**src/design/psishp_pkg.sv**
```systemverilog
`timescale 1ns / 1ps

package psishp_pkg;

   // Parser phase
   typedef enum logic [1:0] {
      PH_IDLE,
      PH_SKIP,
      PH_HEADER,
      PH_DONE
   } phase_type;

   // Result status codes
   typedef enum logic [1:0] {
      ST_OK    = 2'd0,
      ST_TRUNC = 2'd1,
      ST_ZERO  = 2'd2,
      ST_STUFF = 2'd3
   } status_type;

   localparam int unsigned HDR_BYTES     = 8;
   localparam int unsigned HDR_IDX_W     = $clog2(HDR_BYTES);
   localparam int unsigned RSP_DATA_W    = 80;

   localparam logic [7:0]  STUFFING_TID  = 8'h72;
   localparam logic [11:0] EXT_HDR_BYTES = 12'd9;

   // Header byte positions
   localparam logic [HDR_IDX_W-1:0] IDX_SHORT_END = HDR_IDX_W'(2);
   localparam logic [HDR_IDX_W-1:0] IDX_EXT_END   = HDR_IDX_W'(7);

   // One result, fields in tdata order
   typedef struct packed {
      logic [3:0]  pad;
      status_type  status;
      logic [11:0] body_length;
      logic [7:0]  last_section_num;
      logic [7:0]  section_num;
      logic        current_next;
      logic [4:0]  version;
      logic [15:0] stream_id;
      logic [11:0] sect_len;
      logic [1:0]  reserved_bits;
      logic        private_flag;
      logic        syntax_flag;
      logic [7:0]  tid_byte;
   } result_type;

endpackage

```
**src/design/psi_section_header_parser_core.sv**
```systemverilog
`timescale 1ns / 1ps

// Channel   Dir  Width  Contents
// req_      in   8      tdata: data_byte; tuser: first_byte; tlast: last_in_packet
// rsp_      out  80     tdata: packed header fields and status (see port list)
//
// One payload byte per clock; a byte is taken every cycle the result register
// is empty or being emptied. The result appears in the cycle after the byte that
// completes (or truncates) the header. Parsing state is a small phase machine,
// a skip counter and eight header byte registers.
// Synchronous active-high reset returns the parser to idle; bytes are ignored
// until a transfer flagged as first byte. A stalled result holds req_tready low.
module psi_section_header_parser_core (
   input  logic                          clock,
   input  logic                          reset,
   input  logic                          req_tvalid,
   output logic                          req_tready,
   input  logic [7:0]                    req_tdata,  // [7:0] data_byte
   input  logic                          req_tuser,  // [0] first_byte
   input  logic                          req_tlast,  // last_in_packet
   output logic                          rsp_tvalid,
   input  logic                          rsp_tready,
   // [7:0] table identifier, [8] syntax_flag, [9] private_flag, [11:10] reserved_bits,
   // [23:12] section length, [39:24] stream_id, [44:40] version,
   // [45] current_next, [53:46] section_num, [61:54] last_section_num,
   // [73:62] body_length, [75:74] status, [79:76] zero
   output logic [psishp_pkg::RSP_DATA_W-1:0] rsp_tdata
);

   import psishp_pkg::*;

   phase_type              phase_ff, phase_in;
   logic [7:0]             skip_ff, skip_in;
   logic [HDR_IDX_W-1:0]   idx_ff, idx_in;
   logic [7:0]             hdr_ff [HDR_BYTES];
   logic [7:0]             hb     [HDR_BYTES];
   logic                   rsp_valid_ff;
   result_type             rsp_data_ff, res;
   logic                   accept, emit;
   status_type             status;
   logic [11:0]            sec_len;
   logic                   hdr_wr;

   assign req_tready = !rsp_valid_ff || rsp_tready;
   assign accept     = req_tvalid && req_tready;
   assign rsp_tvalid = rsp_valid_ff;
   assign rsp_tdata  = rsp_data_ff;

   // Header bytes as they stand after this byte; cleared view on a first byte
   assign hdr_wr = !req_tuser && (phase_ff == PH_HEADER);
   always_comb begin
      for (int i = 0; i < HDR_BYTES; i++) begin
         if (req_tuser) begin
            hb[i] = 8'h00;
         end else if (hdr_wr && (idx_ff == HDR_IDX_W'(i))) begin
            hb[i] = req_tdata;
         end else begin
            hb[i] = hdr_ff[i];
         end
      end
   end

   assign sec_len = {hb[1][3:0], hb[2]};

   // Next phase and result decision
   always_comb begin
      phase_in = phase_ff;
      emit     = 1'b0;
      status   = ST_OK;
      if (req_tuser) begin
         phase_in = (req_tdata != 8'h00) ? PH_SKIP : PH_HEADER;
         if (req_tlast) begin
            emit   = 1'b1;
            status = ST_TRUNC;
         end
      end else begin
         case (phase_ff)
            PH_SKIP: begin
               if (skip_ff == 8'd1) begin
                  phase_in = PH_HEADER;
               end
               if (req_tlast) begin
                  emit   = 1'b1;
                  status = ST_TRUNC;
               end
            end
            PH_HEADER: begin
               if (idx_ff == IDX_SHORT_END && sec_len == 12'd0) begin
                  emit   = 1'b1;
                  status = ST_ZERO;
               end else if (idx_ff == IDX_SHORT_END && hb[0] == STUFFING_TID) begin
                  emit   = 1'b1;
                  status = ST_STUFF;
               end else if (idx_ff == IDX_SHORT_END && !hb[1][7]) begin
                  emit   = 1'b1;
                  status = ST_OK;
               end else if (idx_ff == IDX_EXT_END) begin
                  emit   = 1'b1;
                  status = ST_OK;
               end else if (req_tlast) begin
                  emit   = 1'b1;
                  status = ST_TRUNC;
               end
            end
            default: begin
               phase_in = phase_ff;
            end
         endcase
      end
      if (emit) begin
         phase_in = PH_DONE;
      end
   end

   // Counters and result fields
   always_comb begin
      skip_in = skip_ff;
      idx_in  = idx_ff;
      if (req_tuser) begin
         skip_in = req_tdata;
         idx_in  = '0;
      end else if (phase_ff == PH_SKIP) begin
         skip_in = skip_ff - 8'd1;
      end else if (phase_ff == PH_HEADER) begin
         idx_in = idx_ff + HDR_IDX_W'(1);
      end

      res               = '0;
      res.tid_byte      = hb[0];
      res.syntax_flag   = hb[1][7];
      res.private_flag  = hb[1][6];
      res.reserved_bits = hb[1][5:4];
      res.sect_len      = sec_len;
      res.status        = status;
      if (status == ST_OK) begin
         if (hb[1][7]) begin
            res.stream_id        = {hb[3], hb[4]};
            res.version          = hb[5][5:1];
            res.current_next     = hb[5][0];
            res.section_num      = hb[6];
            res.last_section_num = hb[7];
            res.body_length      = (sec_len > EXT_HDR_BYTES) ? sec_len - EXT_HDR_BYTES
                                                              : 12'd0;
         end else begin
            res.body_length = sec_len;
         end
      end
   end

   // Control state
   always_ff @(posedge clock) begin
      if (reset) begin
         phase_ff     <= PH_IDLE;
         skip_ff      <= 8'd0;
         idx_ff       <= '0;
         rsp_valid_ff <= 1'b0;
      end else begin
         if (accept) begin
            phase_ff <= phase_in;
            skip_ff  <= skip_in;
            idx_ff   <= idx_in;
         end
         if (accept && emit) begin
            rsp_valid_ff <= 1'b1;
         end else if (rsp_tready) begin
            rsp_valid_ff <= 1'b0;
         end
      end
   end

   // Header bytes and result register
   always_ff @(posedge clock) begin
      if (accept) begin
         for (int i = 0; i < HDR_BYTES; i++) begin
            hdr_ff[i] <= hb[i];
         end
         if (emit) begin
            rsp_data_ff <= res;
         end
      end
   end

endmodule
```
**config.mk**
```make
export PLATFORM = sky130hd
export DESIGN_NAME = psi_section_header_parser_core
export DESIGN_NICKNAME = d
export VERILOG_FILES = /design/src/design/psishp_pkg.sv /design/src/design/psi_section_header_parser_core.sv
export SDC_FILE = /design/constraint.sdc
export NUM_CORES = 1
export LEC_CHECK = 0
export BUFFER_PORTS_ARGS = -buffer_cell sky130_fd_sc_hd__buf_2
export CAP_MARGIN = 20
export CORE_MARGIN = 3
export CORE_UTILIZATION = 52
export DETAILED_ROUTE_END_ITERATION = 10
export PLACE_DENSITY = 0.73
export SLEW_MARGIN = 40
export SYNTH_ARGS = -nofsm -noshare
export SYNTH_HDL_FRONTEND = slang
export SYNTH_SLANG_ARGS = --single-unit
export TNS_END_PERCENT = 30
```
**constraint.sdc**
```tcl
create_clock -name clock -period 5.8 [get_ports clock]
set_input_delay 0 -clock clock [delete_from_list [all_inputs] [get_ports clock]]
set_output_delay 0 -clock clock [all_outputs]
set_load 0.01 [all_outputs]
```
# --- After elaboration in Yosys (flattened, before gate mapping) ---
# Memory sizes are Yosys's and may differ from the RTL's.
# Cells that the tools add are included.
word_totals:
  wordCells: 111
  ram_bits: 64
  out_inout_bits: 82
  ff_bits: 90
  mem_count: 1
  input_bits: 14
mem_list:
  columns: ["name", "depth", "word_bits", "read_ports", "rd_clocked_by_memory_dff", "write_ports", "line", "rtl"]
  rows:
  - ["hdr_ff", 8, 8, 8, 0, 8, "psi_section_header_parser_core.sv:35", "logic [7:0] hdr_ff [HDR_BYTES];"]
op_classes:
  n_eq_ne: 12
  muxes: 46
  reduce_logical: 32
  magnitude_cmp: 1
  n_addsub: 3
op_table:
  columns: ["cell", "n"]
  rows:
  - ["$mux 8", 18]
  - ["$mux 12", 2]
  - ["$mux 2", 8]
  - ["$logic_and 1x1->1", 14]
  - ["$mux 1", 13]
  - ["$eq 3x3->1 const B", 4]
  - ["$gt 12x4->1 const B", 1]
  - ["$logic_not 12->1", 1]
  - ["$sub 12x4->12 const B", 1]
  - ["$mux 3", 3]
  - ["$eq 8x1->1 const B", 1]
  - ["$eq 8x7->1 const B", 1]
  - ["$reduce_bool 8->1", 1]
  - ["$sub 8x1->8 const B", 1]
  - ["$eq 3x2->1 const B", 2]
  - ["$reduce_and 2->1", 3]
  - ["$reduce_and 3->1", 2]
  - ["$reduce_bool 2->1", 3]
  - ["$reduce_bool 3->1", 2]
  - ["$pmux 2 s2", 1]
  - ["$add 3x1->3 const B", 1]
  - ["$eq 3x1->1 const B", 1]
  - ["$logic_not 1->1", 3]
  - ["$logic_not 3->1", 1]
  - ["6 further kinds", 6]

# --- Depth between registers and ports, before layout ---
logic_depth:
  ltp_word: 14
  mapped_depth: 12
  mapped_depth_nobuf: 11

# --- Worst setup path after synthesis ---
# Ideal clock, no wire load.
synth_path:
  path_type: "reg-to-reg"
  start: "register idx_ff[0]"
  end: "register rsp_data_ff (netlist bit rsp_tdata[0]) (enable)"
  path_buffers: 1
  synth_period_minus_slack_ps: 5591
  path_slack_ps: 209
  setup_ps: 511
  arrival_ps: 5080
  required_ps: 5289
  stages_incl_launch_ff: 11
  path_cell_list: "dfxtp_1 > inv_1 > ha_1 > and3b_1 > buf_6 > mux2i_2 > ha_1 > nand4b_1 > nor2_1 > o21bai_1 > nor2_1"
synth_via:
  elab_chain_cells: 12
  elab_cells_between_ends: 26
  cone_classes: "eq/ne (4); mux (12); reduce/logical (10)"
synth_lines:
  columns: ["item", "line", "rtl"]
  rows:
  - ["start, declared", "psi_section_header_parser_core.sv:34", "logic [HDR_IDX_W-1:0] idx_ff, idx_in;"]
  - ["start signal, assigned", "psi_section_header_parser_core.sv:161", "idx_ff <= idx_in;"]
  - ["$eq 3x1->1", "psi_section_header_parser_core.sv:55", "end else if (hdr_wr && (idx_ff == HDR_IDX_W'(i))) begin"]
  - ["$logic_and 1x1->1", "psi_section_header_parser_core.sv:55", null]
  - ["$mux 8", "psi_section_header_parser_core.sv:55", null]
  - ["$mux 8", "psi_section_header_parser_core.sv:53", "if (req_tuser) begin"]
  - ["$logic_not 1->1", "psi_section_header_parser_core.sv:94", "end else if (idx_ff == IDX_SHORT_END && !hb[1][7]) begin"]
  - ["$logic_and 1x1->1", "psi_section_header_parser_core.sv:94", null]
  - ["$mux 1", "psi_section_header_parser_core.sv:94", null]
  - ["$mux 1", "psi_section_header_parser_core.sv:91", "end else if (idx_ff == IDX_SHORT_END && hb[0] == STUFFING_TID) begin"]
  - ["$mux 1 *", "psi_section_header_parser_core.sv:88", "if (idx_ff == IDX_SHORT_END && sec_len == 12'd0) begin"]
  - ["$pmux 1 s2 *", "psi_section_header_parser_core.sv:77", "case (phase_ff)"]
  - ["$mux 1 *", "psi_section_header_parser_core.sv:70", "if (req_tuser) begin"]
  - ["$reduce_and 2->1 (no line) *", null, null]
  - ["end signal, assigned", "psi_section_header_parser_core.sv:178", "rsp_data_ff <= res;"]
  - ["end, declared", "psi_section_header_parser_core.sv:38", "result_type rsp_data_ff, res;"]
# Mark *: on every way between the ends. The rest lies on a longest branch, timed or not.
# A chain may end at the register's enable or synchronous reset.

# --- Final worst setup path ---
layout_path:
  start: "register phase_ff[0]"
  end: "register rsp_data_ff (netlist bit rsp_tdata[49]) (enable)"
layout_via:
  elab_chain_cells: 13
  elab_cells_between_ends: 24
  cone_classes: "eq/ne (3); mux (11); reduce/logical (10)"
layout_lines:
  columns: ["item", "line", "rtl"]
  rows:
  - ["start, declared", "psi_section_header_parser_core.sv:32", "phase_type phase_ff, phase_in;"]
  - ["start signal, assigned", "psi_section_header_parser_core.sv:159", "phase_ff <= phase_in;"]
  - ["parallel branches: the longest is 10 deep, another holds $mux 8", null, null]
  - ["$pmux 1 s2 *", "psi_section_header_parser_core.sv:77", null]
  - ["$mux 1 *", "psi_section_header_parser_core.sv:70", null]
  - ["$reduce_and 2->1 (no line) *", null, null]
# Mark *: on every way between the ends.

==> impl_metrics.toml <==
[critical_path]
cp_slowest_cell = "and3b_1"
max_stage_delay_ns = 0.53
cpMostUsedCell = "ha_1"
worstPathMaxFanout = 45
crit_buf_inv = 2
critical_path.top_delay_family = "simple AND/OR/NAND/NOR gates"
critPathRequiredTime_ns = 5.90
critPathKind = "flip-flop to flip-flop"
crit_chain = "inv_1 -> ha_1 -> and3b_1 -> mux2i_2 -> ha_1 -> nand4b_1 -> nor2_1 -> o21bai_1 -> nor2_4 -> buf_12"
crit_arrival_ns = 3.63
cp-start-kind = "flip-flop"
endpoint_kind = "flip-flop"

[finish]
final_nets = 706
layout_common_cells = "138 x edfxtp_1, 90 x buf_2, 76 x nand2_1"
num_antenna_cells = 0
area_growth_pct = 16.8
final_common_cell = "edfxtp_1"
nFillCells = 984
drive_above_1_share = 0.199
postLayoutCellArea_sq_um = 8160

[route]
wl_microns = 15200
drc = 0
ant_nets = 0
wl_per_cell_microns = 17.6
num_vias = 4814
first_pass_iters = 5
drtIter0Drc = 450
viasPerCell = 5.57

[floorplan]
dieHeight_microns = 122
die_area_sq_um = 14900
io_pins = 96
die_x_microns = 122
placement_rows = 41
core_area_sq_um = 12900
initial_core_util = 0.542

[sta]
fin_tns_setup_ns = 0
fmax_ghz = 0.283
period_share = 0.610
fin_skew_ns = 0.00671
worstMarginPinSlew_ns = 0.715
fin_crit_ns = 3.54
finalHoldViolations = 0
rsz0062_at_grt = "no"
final-setup-viol-count = 0
slew_violations = 0
slew_headroom = 0.520

[placed_design]
dpl_cell_area_sq_um = 7540
place_hpwl_microns = 9840
gp_congestion = 0.874
io_buffers = 91

[power]
peakVddDrop_v = 0.000193
p_per_area_nw_per_um2 = 313
leakage_nw = 3.10

[logic_synthesis]
async_reset_ff_frac = 0
synth_edf_count = 138
synth_ff_type = "edfxtp_1"
synth_cell_types = 55
netlist_instances = 600
syn_area_sq_um = 6980
synth_seq_cells = 152
yosysSeqAreaShare = 0.633
syn_avg_cell_area_sq_um = 11.6
ys_warn_count = 0

[global_route]
grt_max_degree = 71
antenna_found_initial = 0
grt_pass1_wl_microns = 24600
grt_use_total = 0.215
grt_pass1_vias = 4778
grt_overflow_total = 0

[clocking]
clkSlewWorstSetupHoldPaths_ns = 0.06
cts-resized-gates = 0
cts_setup_buffers = 0
cts_hold_buf = 3
cts_root_buf = "clkbuf_16"
cts_tree = "built"
htree_num_levels = 4
cts_buffers = 17
cts.sinks = 152
clk_path_buf_depth = 2
insertion_delay_ns = 0.41

[job]
cap_violations = 0

[status]
status = "finished clean"

[min_path]
hp-class = "input pin to flip-flop"
[path summary, 6_finish.rpt]
check                             startpoint            end  slack (ns)  cells past startpoint
worst max-delay path             phase_ff[0]  rsp_tdata[49]        2.26                     10
worst min-delay path            req_tdata[0]     skip_ff[0]        0.05                      3
worst max register to register   phase_ff[0]  rsp_tdata[49]        2.26                     10
worst min register to register    skip_ff[7]     skip_ff[7]        0.51                      2
[power breakdown]
part,internal (mW),total [mW],switching [mW]
logic,0.0693,0.209,0.140
clock network,0.646,1.07,0.426
registers,1.25,1.27,0.0188
total,1.97,2.55,0.584
[sequential cells by signal, indices dropped and copies added, names as in the netlist]
name,cells
rsp_tdata,76
hdr_ff,62
skip_ff,8
idx_ff,3
phase_ff,2
rsp_tvalid,1
[worst min-delay path, cell delays in order]
cell and delay (ns):
buf_2 0.21, nand3_1 0.12, a21oi_1 0.08
[synthesized netlist by cell type, drive strengths merged (2+ instances only)]
| library cell | number | area share |
|---|---|---|
| edfxtp | 138 | 0.59 |
| nand2 | 76 | 0.041 |
| nor2 | 56 | 0.030 |
| o21ai | 36 | 0.026 |
| and2 | 35 | 0.031 |
| a21oi | 31 | 0.022 |
| mux2i | 29 | 0.044 |
| clkbuf | 25 | 0.013 |
| nor3 | 20 | 0.014 |
| buf | 16 | 0.014 |
| inv | 16 | 0.0086 |
| nand2b | 16 | 0.014 |
| dfxtp | 14 | 0.040 |
| ha | 13 | 0.023 |
| nor2b | 9 | 0.0081 |
| xnor2 | 8 | 0.010 |
| nand3 | 6 | 0.0043 |
| a22oi | 5 | 0.0054 |
| a211o | 4 | 0.0050 |
| and3 | 4 | 0.0036 |
| nor4 | 4 | 0.0036 |
| or3 | 4 | 0.0036 |
| a211oi | 3 | 0.0032 |
| nand3b | 3 | 0.0032 |
| a2111oi | 2 | 0.0034 |
| mux2 | 2 | 0.0032 |
| nand4b | 2 | 0.0025 |
| nor3b | 2 | 0.0021 |
[metrics by stage]
step                      power, mW  setup WS, ns  hold slack [ns]  instances   util
final                          2.55          2.26           0.0540        864  0.633
after global routing           2.64          2.03           0.0636        864  0.633
after CTS                      2.56          2.07           0.0329        864  0.632
after detailed placement       1.49          2.10            0.334        829  0.585
after global placement         1.49          2.05            0.333        828  0.584
after floorplan                1.43         0.209           0.0787        603      -
[cell type report]
| type | count | area, sq um | share of cell area |
|---|---|---|---|
| clock inverter | 11 | 126 | 0.0155 |
| tap | 172 | 215 | 0.0264 |
| clock buffer | 21 | 450 | 0.0552 |
| sequential | 152 | 4420 | 0.542 |
| multi-input combinational | 394 | 2340 | 0.287 |
| inverter | 16 | 60.1 | 0.00736 |
| timing repair buffer | 98 | 538 | 0.0660 |
[kinds of logic (layout without fill, tap and decap cells)]
group	count (synthesis)	in the layout	share of synthesized area
muxes	31	31	0.0469
adders and majority gates	13	13	0.0233
AOI/OAI and AO/OA	96	96	0.0826
other	1	4	0.000537
xor gates and xnor gates	9	9	0.0113
buffers and inverters	57	146	0.0357
and+or+nand+nor	241	241	0.166
DFF	152	152	0.633
[metal layers]
metal / share of wire / global-route usage / wire length (microns)
met1: 0.42 / 0.283 / 6390
met2: 0.49 / 0.356 / 7490
met3: 0.071 / 0.0483 / 1080
met4: 0.016 / 0.0721 / 251
met5: 0 / 0 / 0
No activity file was read; power rests on OpenSTA's default activity.
